$ cat src/latm2adts_pkg.sv
`default_nettype none

package latm2adts_pkg;

   // status codes on the final result of a frame
   localparam logic [2:0] ST_OK         = 3'd0;
   localparam logic [2:0] ST_BAD_SYNC   = 3'd1;
   localparam logic [2:0] ST_BAD_LENGTH = 3'd2;
   localparam logic [2:0] ST_BAD_MUX    = 3'd3;
   localparam logic [2:0] ST_BAD_AUDIO  = 3'd4;

   // kinds of queue entries
   localparam logic [1:0] KIND_NONE   = 2'd0;
   localparam logic [1:0] KIND_HEADER = 2'd1;
   localparam logic [1:0] KIND_BYTE   = 2'd2;

   // frame parsing constants
   localparam logic [10:0] SYNC_WORD       = 11'h2B7;
   localparam logic [4:0]  AOT_UNSUPPORTED = 5'd28;
   localparam logic [13:0] POS_MAX         = 14'h3FFF;
   localparam logic [3:0]  RATE_INVALID    = 4'hF;
   localparam logic [7:0]  LEN_CONTINUE    = 8'd255;

   // adts header: seven bytes, index of the last one
   localparam logic [2:0] HDR_LAST_IDX = 3'd6;

   // queue between parser and emitter
   localparam int QUEUE_DEPTH = 8;
   localparam int QUEUE_PTR_W = 3;

   // header fields carried in one queue entry
   typedef struct packed {
      logic [1:0]  obj_type;
      logic [3:0]  rate_index;
      logic [2:0]  channels;
      logic [12:0] frame_len;
   } hdr_info_type;

   typedef struct packed {
      logic [1:0]   kind;
      hdr_info_type info;   // for a payload byte, info[7:0] holds it
      logic         last;
      logic [2:0]   status;
   } entry_type;

   // one byte of the adts header
   function automatic logic [7:0] header_byte(input hdr_info_type h, input logic [2:0] idx);
      logic [7:0] res;
      res = 8'h00;
      unique case (idx)
         3'd0: res = 8'hFF;
         3'd1: res = 8'hF1;
         3'd2: res = {h.obj_type, h.rate_index, 1'b1, h.channels[2]};
         3'd3: res = {h.channels[1:0], 4'hF, h.frame_len[12:11]};
         3'd4: res = h.frame_len[10:3];
         3'd5: res = {h.frame_len[2:0], 5'h1F};
         3'd6: res = 8'hFC;
         default: res = 8'h00;
      endcase
      return res;
   endfunction

endpackage

`default_nettype wire

$ cat src/latm_to_adts_frame_converter.sv
// LOAS/LATM to ADTS frame converter.
// Input channel (req_): one frame byte per transfer, req_frame_end on the
// frame's last byte. Output channel (rsp_): the 7-byte ADTS header followed
// by the realigned payload bytes; rsp_last marks the frame's final result
// and rsp_status carries its status there (0 elsewhere). When the last byte
// of a frame produces no frame byte, one status-only result with
// rsp_byte_valid low is sent.
// The entries for an accepted byte are written into the queue, then loaded
// into the output register that drives rsp_.
// Throughput: one input byte per cycle sustained unless the receiver stalls.
// The header leaves as a burst of 7 bytes; an 8-entry queue between parser
// and emitter absorbs it, and req_ready drops only while that queue is full.
// When the receiver stalls, the current result holds on rsp_ and the queue
// fills, after which req_ready goes low until space frees up.
// Synchronous reset clears the parser state, the queue and the output
// register; the block accepts bytes as soon as reset is released.
`default_nettype none

module latm_to_adts_frame_converter (
   input  wire        clock,
   input  wire        reset,
   input  wire        req_valid,
   output logic       req_ready,
   input  wire [7:0]  req_data_byte,
   input  wire        req_frame_end,
   output logic       rsp_valid,
   input  wire        rsp_ready,
   output logic [7:0] rsp_out_byte,
   output logic       rsp_byte_valid,
   output logic       rsp_last,
   output logic [2:0] rsp_status
);

   logic                     accept;
   logic                     push;
   latm2adts_pkg::entry_type push_entry;
   logic                     q_full;
   logic                     q_not_empty;
   latm2adts_pkg::entry_type q_head;
   logic                     q_pop;

   assign req_ready = !q_full;
   assign accept    = req_valid && req_ready;

   // parser
   latm2adts_front u_front (
      .clock      (clock),
      .reset      (reset),
      .accept     (accept),
      .data_byte  (req_data_byte),
      .frame_end  (req_frame_end),
      .push       (push),
      .push_entry (push_entry)
   );

   // entry queue
   latm2adts_queue u_queue (
      .clock      (clock),
      .reset      (reset),
      .push       (push),
      .push_entry (push_entry),
      .pop        (q_pop),
      .full       (q_full),
      .not_empty  (q_not_empty),
      .head       (q_head)
   );

   // byte emitter
   latm2adts_back u_back (
      .clock       (clock),
      .reset       (reset),
      .q_not_empty (q_not_empty),
      .q_head      (q_head),
      .q_pop       (q_pop),
      .out_valid   (rsp_valid),
      .out_ready   (rsp_ready),
      .out_byte    (rsp_out_byte),
      .byte_valid  (rsp_byte_valid),
      .last        (rsp_last),
      .status      (rsp_status)
   );

endmodule

`default_nettype wire

$ cat src/latm2adts_front.sv
`default_nettype none

module latm2adts_front (
   input  wire                      clock,
   input  wire                      reset,
   input  wire                      accept,
   input  wire [7:0]                data_byte,
   input  wire                      frame_end,
   output logic                     push,
   output latm2adts_pkg::entry_type push_entry
);

   logic [13:0] pos_ff, pos_in;
   logic [7:0]  prev_ff, prev_in;
   logic [13:0] mux_ff, mux_in;
   logic [13:0] slot_ff, slot_in;
   logic        lid_ff, lid_in;
   logic [13:0] left_ff, left_in;
   logic [1:0]  obj_ff, obj_in;
   logic [3:0]  rate_ff, rate_in;
   logic [2:0]  chan_ff, chan_in;
   logic [2:0]  err_ff, err_in;

   logic [4:0]  aot;
   logic [7:0]  realigned;
   logic [14:0] slot_sum;
   logic [14:0] count;
   logic [14:0] mux_plus;
   logic [3:0]  rate_new;

   assign aot       = data_byte[7:3];
   assign realigned = {prev_ff[2:0], data_byte[7:3]};
   assign slot_sum  = {1'b0, slot_ff} + {7'd0, realigned};
   assign count     = {1'b0, pos_ff} + 15'd1;
   assign rate_new  = {prev_ff[2:0], data_byte[7]};

   // parse one byte, build the queue entry
   always_comb begin
      pos_in     = pos_ff;
      prev_in    = prev_ff;
      mux_in     = mux_ff;
      slot_in    = slot_ff;
      lid_in     = lid_ff;
      left_in    = left_ff;
      obj_in     = obj_ff;
      rate_in    = rate_ff;
      chan_in    = chan_ff;
      err_in     = err_ff;
      push       = 1'b0;
      push_entry = '0;
      mux_plus   = '0;
      if (accept) begin
         priority if (pos_ff == 14'd1) begin
            if ({prev_ff, data_byte[7:5]} != latm2adts_pkg::SYNC_WORD)
               err_in = latm2adts_pkg::ST_BAD_SYNC;
         end else if (pos_ff == 14'd2) begin
            mux_in = {1'b0, prev_ff[4:0], data_byte};
         end else if (pos_ff == 14'd3) begin
            if (err_ff == latm2adts_pkg::ST_OK && (data_byte[7] || data_byte[4:0] != 5'd0))
               err_in = latm2adts_pkg::ST_BAD_MUX;
         end else if (pos_ff == 14'd4) begin
            if (err_ff == latm2adts_pkg::ST_OK && data_byte != 8'd0)
               err_in = latm2adts_pkg::ST_BAD_MUX;
         end else if (pos_ff == 14'd5) begin
            obj_in = (aot >= 5'd1 && aot <= 5'd3) ? (aot[1:0] - 2'd1) : 2'd3;
            if (err_ff == latm2adts_pkg::ST_OK && aot == latm2adts_pkg::AOT_UNSUPPORTED)
               err_in = latm2adts_pkg::ST_BAD_AUDIO;
         end else if (pos_ff == 14'd6) begin
            rate_in = rate_new;
            chan_in = data_byte[5:3];
            if (err_ff == latm2adts_pkg::ST_OK &&
                (rate_new == latm2adts_pkg::RATE_INVALID || data_byte[2:0] != 3'd0))
               err_in = latm2adts_pkg::ST_BAD_AUDIO;
         end else if (pos_ff == 14'd7) begin
            if (err_ff == latm2adts_pkg::ST_OK && data_byte[7:5] != 3'd0)
               err_in = latm2adts_pkg::ST_BAD_MUX;
         end else if (pos_ff == 14'd8) begin
            if (err_ff == latm2adts_pkg::ST_OK && (data_byte[4] || !data_byte[3]))
               err_in = latm2adts_pkg::ST_BAD_MUX;
         end else if (pos_ff >= 14'd10 && err_ff == latm2adts_pkg::ST_OK) begin
            if (!lid_ff) begin
               // payload length info, saturating sum
               slot_in = slot_sum[14] ? latm2adts_pkg::POS_MAX : slot_sum[13:0];
               if (realigned != latm2adts_pkg::LEN_CONTINUE) begin
                  lid_in                       = 1'b1;
                  left_in                      = slot_in;
                  push                         = 1'b1;
                  push_entry.kind              = latm2adts_pkg::KIND_HEADER;
                  push_entry.info.obj_type     = obj_ff;
                  push_entry.info.rate_index   = rate_ff;
                  push_entry.info.channels     = chan_ff;
                  push_entry.info.frame_len    = slot_in[12:0] + 13'd7;
               end
            end else if (left_ff != 14'd0) begin
               push                 = 1'b1;
               push_entry.kind      = latm2adts_pkg::KIND_BYTE;
               push_entry.info[7:0] = realigned;
               left_in              = left_ff - 14'd1;
            end
         end else begin
         end

         prev_in = data_byte;
         if (pos_ff != latm2adts_pkg::POS_MAX)
            pos_in = pos_ff + 14'd1;

         // frame end: final status, then clear for the next frame
         if (frame_end) begin
            mux_plus        = {1'b0, mux_in} + 15'd3;
            push            = 1'b1;
            push_entry.last = 1'b1;
            priority if (pos_ff < 14'd2)
               push_entry.status = latm2adts_pkg::ST_BAD_LENGTH;
            else if (err_in == latm2adts_pkg::ST_BAD_SYNC)
               push_entry.status = latm2adts_pkg::ST_BAD_SYNC;
            else if (count != mux_plus)
               push_entry.status = latm2adts_pkg::ST_BAD_LENGTH;
            else if (err_in != latm2adts_pkg::ST_OK)
               push_entry.status = err_in;
            else if (!lid_in || left_in != 14'd0)
               push_entry.status = latm2adts_pkg::ST_BAD_LENGTH;
            else
               push_entry.status = latm2adts_pkg::ST_OK;
            pos_in  = '0;
            prev_in = '0;
            mux_in  = '0;
            slot_in = '0;
            lid_in  = 1'b0;
            left_in = '0;
            obj_in  = '0;
            rate_in = '0;
            chan_in = '0;
            err_in  = '0;
         end
      end
   end

   // parser state
   always_ff @(posedge clock) begin
      if (reset) begin
         pos_ff  <= '0;
         prev_ff <= '0;
         mux_ff  <= '0;
         slot_ff <= '0;
         lid_ff  <= 1'b0;
         left_ff <= '0;
         obj_ff  <= '0;
         rate_ff <= '0;
         chan_ff <= '0;
         err_ff  <= '0;
      end else begin
         pos_ff  <= pos_in;
         prev_ff <= prev_in;
         mux_ff  <= mux_in;
         slot_ff <= slot_in;
         lid_ff  <= lid_in;
         left_ff <= left_in;
         obj_ff  <= obj_in;
         rate_ff <= rate_in;
         chan_ff <= chan_in;
         err_ff  <= err_in;
      end
   end

endmodule

`default_nettype wire

$ cat src/latm2adts_queue.sv
`default_nettype none

module latm2adts_queue (
   input  wire                      clock,
   input  wire                      reset,
   input  wire                      push,
   input  wire latm2adts_pkg::entry_type push_entry,
   input  wire                      pop,
   output logic                     full,
   output logic                     not_empty,
   output latm2adts_pkg::entry_type head
);

   latm2adts_pkg::entry_type slots_ff [latm2adts_pkg::QUEUE_DEPTH];

   logic [latm2adts_pkg::QUEUE_PTR_W-1:0] wr_ptr_ff, wr_ptr_in;
   logic [latm2adts_pkg::QUEUE_PTR_W-1:0] rd_ptr_ff, rd_ptr_in;
   logic [latm2adts_pkg::QUEUE_PTR_W:0]   count_ff, count_in;

   assign full      = (count_ff == (latm2adts_pkg::QUEUE_PTR_W+1)'(latm2adts_pkg::QUEUE_DEPTH));
   assign not_empty = (count_ff != '0);
   assign head      = slots_ff[rd_ptr_ff];

   // pointer and fill count update
   always_comb begin
      wr_ptr_in = push ? wr_ptr_ff + 1'b1 : wr_ptr_ff;
      rd_ptr_in = pop ? rd_ptr_ff + 1'b1 : rd_ptr_ff;
      count_in  = count_ff;
      if (push && !pop)
         count_in = count_ff + 1'b1;
      else if (pop && !push)
         count_in = count_ff - 1'b1;
   end

   always_ff @(posedge clock) begin
      if (reset) begin
         wr_ptr_ff <= '0;
         rd_ptr_ff <= '0;
         count_ff  <= '0;
      end else begin
         wr_ptr_ff <= wr_ptr_in;
         rd_ptr_ff <= rd_ptr_in;
         count_ff  <= count_in;
      end
   end

   // entry storage
   always_ff @(posedge clock) begin
      if (push)
         slots_ff[wr_ptr_ff] <= push_entry;
   end

endmodule

`default_nettype wire

$ cat src/latm2adts_back.sv
`default_nettype none

module latm2adts_back (
   input  wire                      clock,
   input  wire                      reset,
   input  wire                      q_not_empty,
   input  wire latm2adts_pkg::entry_type q_head,
   output logic                     q_pop,
   output logic                     out_valid,
   input  wire                      out_ready,
   output logic [7:0]               out_byte,
   output logic                     byte_valid,
   output logic                     last,
   output logic [2:0]               status
);

   logic                     cur_valid_ff, cur_valid_in;
   latm2adts_pkg::entry_type cur_ff, cur_in;
   logic [2:0]               idx_ff, idx_in;

   logic is_final;
   logic done;
   logic load;

   // final output byte of the current entry
   assign is_final = (cur_ff.kind != latm2adts_pkg::KIND_HEADER) ||
                     (idx_ff == latm2adts_pkg::HDR_LAST_IDX);
   assign done     = cur_valid_ff && out_ready && is_final;
   assign load     = !cur_valid_ff || done;
   assign q_pop    = load && q_not_empty;

   always_comb begin
      cur_valid_in = cur_valid_ff;
      cur_in       = cur_ff;
      idx_in       = idx_ff;
      if (load) begin
         cur_valid_in = q_not_empty;
         cur_in       = q_head;
         idx_in       = '0;
      end else if (out_ready) begin
         idx_in = idx_ff + 3'd1;
      end
   end

   always_ff @(posedge clock) begin
      if (reset) begin
         cur_valid_ff <= 1'b0;
         idx_ff       <= '0;
      end else begin
         cur_valid_ff <= cur_valid_in;
         idx_ff       <= idx_in;
      end
   end

   always_ff @(posedge clock) begin
      cur_ff <= cur_in;
   end

   // result fields
   always_comb begin
      out_valid  = cur_valid_ff;
      out_byte   = 8'h00;
      byte_valid = 1'b0;
      unique case (cur_ff.kind)
         latm2adts_pkg::KIND_HEADER: begin
            out_byte   = latm2adts_pkg::header_byte(cur_ff.info, idx_ff);
            byte_valid = 1'b1;
         end
         latm2adts_pkg::KIND_BYTE: begin
            out_byte   = cur_ff.info[7:0];
            byte_valid = 1'b1;
         end
         default: begin
            out_byte   = 8'h00;
            byte_valid = 1'b0;
         end
      endcase
      last   = cur_ff.last && is_final;
      status = last ? cur_ff.status : latm2adts_pkg::ST_OK;
   end

endmodule

`default_nettype wire
$ cat config.mk
export PLATFORM = sky130hd
export DESIGN_NAME = latm_to_adts_frame_converter
export DESIGN_NICKNAME = d
export VERILOG_FILES = /design/src/latm2adts_pkg.sv /design/src/latm_to_adts_frame_converter.sv /design/src/latm2adts_front.sv /design/src/latm2adts_queue.sv /design/src/latm2adts_back.sv
export SDC_FILE = /design/constraint.sdc
export NUM_CORES = 1
export LEC_CHECK = 0
export BUFFER_PORTS_ARGS = -buffer_cell sky130_fd_sc_hd__buf_2
export CORE_MARGIN = 4
export CORE_UTILIZATION = 30
export CTS_CLUSTER_DIAMETER = 100
export DETAILED_ROUTE_END_ITERATION = 6
export PLACE_DENSITY = 0.54
export SLEW_MARGIN = 0
export SYNTH_ARGS = -nofsm -noshare
export SYNTH_HDL_FRONTEND = slang
export SYNTH_HIERARCHICAL = 1
export SYNTH_SLANG_ARGS = --single-unit
export TNS_END_PERCENT = 1
$ cat constraint.sdc
create_clock -name clock -period 9.2 [get_ports clock]
set_input_delay 0.92 -clock clock [delete_from_list [all_inputs] [get_ports clock]]
set_output_delay 0.92 -clock clock [all_outputs]
set_load 0.01 [all_outputs]
Word level (Yosys, flattened, before mapping)

Memories as Yosys holds them, arrays and structs flattened. A register that Yosys moved wholly into a read port is not among the register bits.
Cells that the tools add are included.

Order comparisons: 4
Add/sub/neg operators: 12
Equality and inequality tests: 34
Mux-type cells: 127
Reductions and logical operators: 48

Operator list:

| cell                                                                   | count |
|---|---|
| 14-bit 2-to-1 mux                                                      | 33 |
| 24-bit 2-to-1 mux                                                      | 9 |
| 3-bit 2-to-1 mux                                                       | 29 |
| 14-bit by 3-bit equality test with 1-bit output, second input constant | 4 |
| 8-bit case mux with 7 select lines                                     | 1 |
| 4-bit 2-to-1 mux                                                       | 10 |
| 1-bit 2-to-1 mux                                                       | 29 |
| 14-bit by 2-bit equality test with 1-bit output, second input constant | 2 |
| 28-bit 2-to-1 mux                                                      | 1 |
| 14-bit nonzero test                                                    | 2 |
| 8-bit 2-to-1 mux                                                       | 3 |
| 23-bit 2-to-1 mux                                                      | 1 |
| 2-bit 2-to-1 mux                                                       | 10 |
| 2-bit inequality test, second input constant                           | 9 |
| 8-bit case mux with 2 select lines                                     | 1 |
| 14-bit by 1-bit adder with 15-bit output, second input constant        | 1 |
| 14-bit by 2-bit adder with 15-bit output, second input constant        | 1 |
| 14-bit by 8-bit adder with 15-bit output                               | 1 |
| 1-bit logical AND                                                      | 15 |
| 15-bit inequality test                                                 | 1 |
| 14-bit by 1-bit adder with 14-bit output, second input constant        | 1 |
| 14-bit by 1-bit equality test with 1-bit output, second input constant | 1 |
| 14-bit by 4-bit equality test with 1-bit output, second input constant | 1 |
| 14-bit by 4-bit >= comparator with 1-bit output, second input constant | 1 |
| other kinds (33)                                                       | 58 |

Flip-flop bits (word level): 91
Output and inout bits: 15
Input port bits: 13
RAM bits: 224
Memories: 1

Memory list:

| memory           | words | width | rd ports | clocked after memory_dff | write ports | RTL line              | source |
|---|---|---|---|---|---|---|---|
| u_queue.slots_ff | 8     | 28    | 1        | 1                        | 1           | latm2adts_queue.sv:14 | `latm2adts_pkg::entry_type slots_ff [latm2adts_pkg::QUEUE_DEPTH];` |

Depth between registers and ports, before layout

Depth after elaboration: 23
Gate-level depth with buffers: 17

Modules after synthesis

The synthesis kept the hierarchy.

By module, submodules not included:

| module                       | area an instance (µm²) | cells each | times used |
|---|---|---|---|
| latm2adts_queue              | 9044.9                 | 392        | 1 |
| latm2adts_front              | 6102.1                 | 811        | 1 |
| latm2adts_back               | 1477.7                 | 110        | 1 |
| latm_to_adts_frame_converter | 10.0                   | 2          | 1 |

Worst setup path before layout

No wires, ideal clock.

Path kind: input port to flip-flop
From: input req_data_byte[5]
To: memory u_queue/slots_ff[4][0] (netlist bit) (enable)
Cell stages on the path: 9
Library setup time: 0.448 ns
Buffers on the path: 2
Required time: 8.752 ns
Arrival time: 4.328 ns
Setup slack: 4.424 ns
Path through: clkbuf_2 > and3_1 > clkbuf_1 > nand3_1 > nand2b_1 > a21o_1 > a21oi_1 > nand2_1 > nor3_1

Cells in the longest elaborated chain, start to end: 16

Ends and longest elaborated chain:

| item                                   | RTL line                           | source |
|---|---|---|
| start: declaration                     | latm_to_adts_frame_converter.sv:24 | `input wire [7:0] req_data_byte,` |
| 8-bit inequality test                  | latm2adts_front.sv:84              | `if (realigned != latm2adts_pkg::LEN_CONTINUE) begin` |
| 1-bit 2-to-1 mux                       | latm2adts_front.sv:84              |  |
| 1-bit 2-to-1 mux                       | latm2adts_front.sv:81              | `if (!lid_ff) begin` |
| 1-bit 2-to-1 mux                       | latm2adts_front.sv:80              | `end else if (pos_ff >= 14'd10 && err_ff == latm2adts_pkg::ST_OK) begin` |
| 1-bit 2-to-1 mux                       | latm2adts_front.sv:77              | `end else if (pos_ff == 14'd8) begin` |
| 1-bit 2-to-1 mux                       | latm2adts_front.sv:74              | `end else if (pos_ff == 14'd7) begin` |
| 1-bit 2-to-1 mux                       | latm2adts_front.sv:68              | `end else if (pos_ff == 14'd6) begin` |
| 1-bit 2-to-1 mux                       | latm2adts_front.sv:64              | `end else if (pos_ff == 14'd5) begin` |
| 1-bit 2-to-1 mux                       | latm2adts_front.sv:61              | `end else if (pos_ff == 14'd4) begin` |
| 1-bit 2-to-1 mux                       | latm2adts_front.sv:58              | `end else if (pos_ff == 14'd3) begin` |
| 1-bit 2-to-1 mux                       | latm2adts_front.sv:56              | `end else if (pos_ff == 14'd2) begin` |
| 1-bit 2-to-1 mux                       | latm2adts_front.sv:53              | `priority if (pos_ff == 14'd1) begin` |
| 1-bit 2-to-1 mux                       | latm2adts_front.sv:108             | `if (frame_end) begin` |
| 1-bit 2-to-1 mux                       | latm2adts_front.sv:52              | `if (accept) begin` |
| via push                               | latm_to_adts_frame_converter.sv:35 | `logic push;` |
| 1-bit 2-to-1 mux                       | latm2adts_queue.sv:49              | `if (push)` |
| 1-bit 2-to-1 mux (not written as such) | latm2adts_queue.sv:50              | `slots_ff[wr_ptr_ff] <= push_entry;` |
| end: declaration                       | latm2adts_queue.sv:14              |  |

The timed path passes the listed nets, and every way through them passes these cells.

==> flow_summary.ini <==
[outcome]
status = finished clean

[power_and_ir_drop]
power_density_nw_per_um2 = 225.2
max-vdd-ir-drop_mv = 0.1104
p_sw_uw = 1132
internal_power_uw = 3106
power_frac_seq = 0.442
clkPwrFrac = 0.372
switching_share = 0.2670
combPwrFrac = 0.186
leakage_uw = 0.006306

[routing]
drt-initial-drc-count = 875
wl_per_cell_um = 20.10
ant_nets = 0
wl_um = 42270
num_vias = 10948
routed_via_density = 5.206
first_pass_iters = 5
drc_errors = 0

[global_routing]
grt_pass1_vias = 10944
antenna_found_initial = 1
grt_usage = 0.1410
grt-ovfl-total = 0
grt_max_degree = 86
grt_pass1_wl_um = 65640

[timing]
drv_slew = 0
fin_crit_ns = 5.076
finalCritPeriodShare = 0.5517
hold_viol = 0
fin_worst_skew_ns = 0.01174
rsz0062_at_grt = no
maxSlewHeadroom = 0.1296
finalSetupTns_ns = 0
setup_viol = 0
clock.fmax_mhz = 197.0
hold_slack_ns = 0.4547
worst_slew_pin_slew_ns = 1.292

[worst_setup_path]
crit_required_ns = 9.41
path_class = register to register
critPathTopFamily = simple AND/OR/NAND/NOR gates
worstPathArrival_ns = 5.29
critPathSlowestCell = nor4_1
critPathLaunchType = register
path_buf_inv = 1
worstSetupEndpointType = register
slowest_delay_ns = 0.83
cpMostUsedCell = mux2i_1
crit_chain = inv_1 > ha_1 > nor3b_1 > and4_4 > mux2i_1 > ha_1 > and3b_1 > nand3_1 > mux2i_1 > and3b_1 > mux2i_1 > mux2i_1 > o2111ai_1 > or3_4 > nor4_1
crit_fanout = 26

[synthesis]
synth_nets = 1362
synth_area_leaders = edfxtp_1, dfxtp_1, mux4_2
synth_top_area_frac = 0.4549
synthDistinctLibCells = 84
synth_top_area_cell = edfxtp_1
synth_enable_flop_cells = 252
synthCells = 1315
ys_ff_latch = 346
yosysSeqAreaShare = 0.5680
async_flop_share = 0
syn_avg_cell_area_sq_um = 12.65
synth_area_sq_um = 16630
synthFlopType = edfxtp_1
ys_warn_count = 6

[clock_network]
htree_levels = 2
clock_sinks = 346
clockBufferDepth = 3
cts_root_buf = clkbuf_16
cts_resized = 0
cts_buffers = 38
postCtsSetupRepairBufs = 0
cts_tree = done
clkLatencyLatePin_ns = 0.55
postCtsHoldBufs = 0
cts.reportedPaths.clkPinSlew_ns = 0.06

[placement]
io_buffers = 27
placed_area_sq_um = 17530
place_hpwl_um = 26550
gp_congestion = 0.8877

[hold_path]
worstHoldPathType = register to register

[cells_and_area]
num_antenna_cells = 0
n_fill_cell = 5381
fin_nets = 1373
drive_gt1_frac = 0.1579
area_growth_pct = 13.13
stdcell_area_sq_um = 18820

[floorplan]
pin_count = 28
fp.dieW_um = 243.5
die_h_um = 243.5
design.die.area_sq_um = 59280
coreArea_sq_um = 54990
fp-row-count = 86
start_util = 0.3025

[job]
max-cap-violations = 0
-- layout by cell type, fill, tap and decap left out, types with 11 or more instances in the layout --
cell type	netlist	final
xor2_1	20	20
dfxtp_1	94	92
and2_1	14	14
buf_4	1	22
nand4_1	13	13
a22oi_1	49	49
mux2_2	33	33
a21oi_1	61	61
clkbuf_16	0	39
ha_1	32	32
o21ai_0	51	51
nor3_1	32	30
inv_1	32	32
a31oi_1	20	20
nand2b_1	11	11
and3_1	19	19
mux4_2	50	50
nand2_1	60	60
edfxtp_1	252	252
mux2i_1	28	28
xnor2_1	41	41
buf_2	14	26
nand3_1	35	35
nor2_1	126	120
-- synthesized netlist by cell type (6+ instances only) --
library cell / number
nor4_1: 9
xor2_1: 20
and2_1: 14
xnor2_1: 41
nor2_1: 126
a31oi_1: 20
nand3_1: 35
clkbuf_1: 50
buf_6: 8
mux2i_1: 28
a21o_1: 6
a211oi_1: 7
mux4_1: 6
nand2b_1: 11
ha_1: 32
a22o_1: 9
a21oi_1: 61
or3_1: 9
and3_1: 19
edfxtp_1: 252
dfxtp_1: 94
o31ai_1: 6
buf_2: 14
inv_1: 32
nor3_1: 32
a22oi_1: 49
nand4_1: 13
nand2_1: 60
o211ai_1: 8
nor2b_1: 8
mux4_2: 50
o21ai_0: 51
mux2_2: 33
-- cell families (layout without fill, tap and decap cells) --
| group | after synthesis | in the layout | share of synthesized area |
|---|---|---|---|
| buffers and inverters | 109 | 149 | 0.03159 |
| flip-flops | 346 | 346 | 0.5680 |
| AND/OR/NAND/NOR | 372 | 372 | 0.1128 |
| multiplexers | 117 | 117 | 0.1164 |
| AO/OA/AOI/OAI | 274 | 274 | 0.1106 |
| XOR/XNOR | 63 | 63 | 0.03407 |
| adder cells (fa/ha/maj) | 34 | 34 | 0.02648 |
-- worst register-to-register path, stage by stage, from the launching register on --
cell and delay (ns):
dfxtp_1 0.49, inv_1 0.14, ha_1 0.29, nor3b_1 0.30, and4_4 0.56, mux2i_1 0.40, ha_1 0.27, and3b_1 0.21
nand3_1 0.08, mux2i_1 0.11, and3b_1 0.23, mux2i_1 0.06, mux2i_1 0.16, o2111ai_1 0.17, or3_4 0.44, nor4_1 0.83
-- routing by layer --
| metal | up-vias | wire length, um | track usage |
|---|---|---|---|
| li1 | 5097 | - | - |
| met1 | 5451 | 19520 | 0.1986 |
| met2 | 326 | 19280 | 0.2237 |
| met3 | 74 | 2260 | 0.02080 |
| met4 | 0 | 1210 | 0.04838 |
| met5 | - | 0 | 0 |
-- power by group through the flow --
stage                     clock, uW  sequential [uW]  combinational (uW)
after floorplan                   0             1860                 600
after CTS                      1620             1880                 809
after detailed placement          0             1910                 804
after global placement            0             1910                 800
after global routing           1700             1890                 872
final                          1570             1870                 790
-- cell type report --
type,count,area [sq um],share of cell area
sequential,346,9454,0.5024
multi-input combinational,860,6729,0.3576
clock buffer,48,1010,0.05365
tap,748,935.9,0.04973
timing repair buffer,48,295.3,0.01569
clock inverter,21,275.3,0.01463
inverter,32,120.1,0.006383
-- worst paths after layout --
kind                                      endpoint                            start  slack [ns]  depth (start not counted)
setup reg to reg  u_queue/slots_ff[0][2]$_DFFE_PP_   u_front/pos_ff[1]$_SDFFE_PP0P_        4.12                         15
setup / recovery  u_queue/slots_ff[0][2]$_DFFE_PP_   u_front/pos_ff[1]$_SDFFE_PP0P_        4.12                         15
hold reg to reg    u_front/slot_ff[3]$_SDFFE_PP0P_  u_front/slot_ff[3]$_SDFFE_PP0P_        0.45                          2
hold / removal     u_front/slot_ff[3]$_SDFFE_PP0P_  u_front/slot_ff[3]$_SDFFE_PP0P_        0.45                          2
-- through the flow --
step | util | instances | worst slack, ns | power, uW
2_1_floorplan | - | 1315 | 4.424 | 2461
3_3_place_gp | 0.3189 | 2034 | 4.283 | 2706
3_5_place_dp | 0.3189 | 2034 | 4.093 | 2713
4_1_cts | 0.3423 | 2103 | 4.074 | 4309
5_1_grt | 0.3423 | 2103 | 3.525 | 4455
6_report | 0.3423 | 2103 | 4.124 | 4238
-- sequential cells by signal, summed over array words and instances, names as in the netlist, named ones only --
register,cells
u_front/rate_ff,4
u_front/pos_ff,14
u_queue/slots_ff,224
u_front/lid_ff,1
u_queue/count_ff,4
u_back/cur_ff,28
u_front/mux_ff,14
u_back/out_valid,1
u_queue/rd_ptr_ff,3
u_back/idx_ff,3
u_queue/wr_ptr_ff,3
u_front/chan_ff,3
u_front/err_ff,3
u_front/obj_ff,2
u_front/prev_ff,8
u_front/slot_ff,14
u_front/left_ff,14
Power figures use the tool's default switching activity.
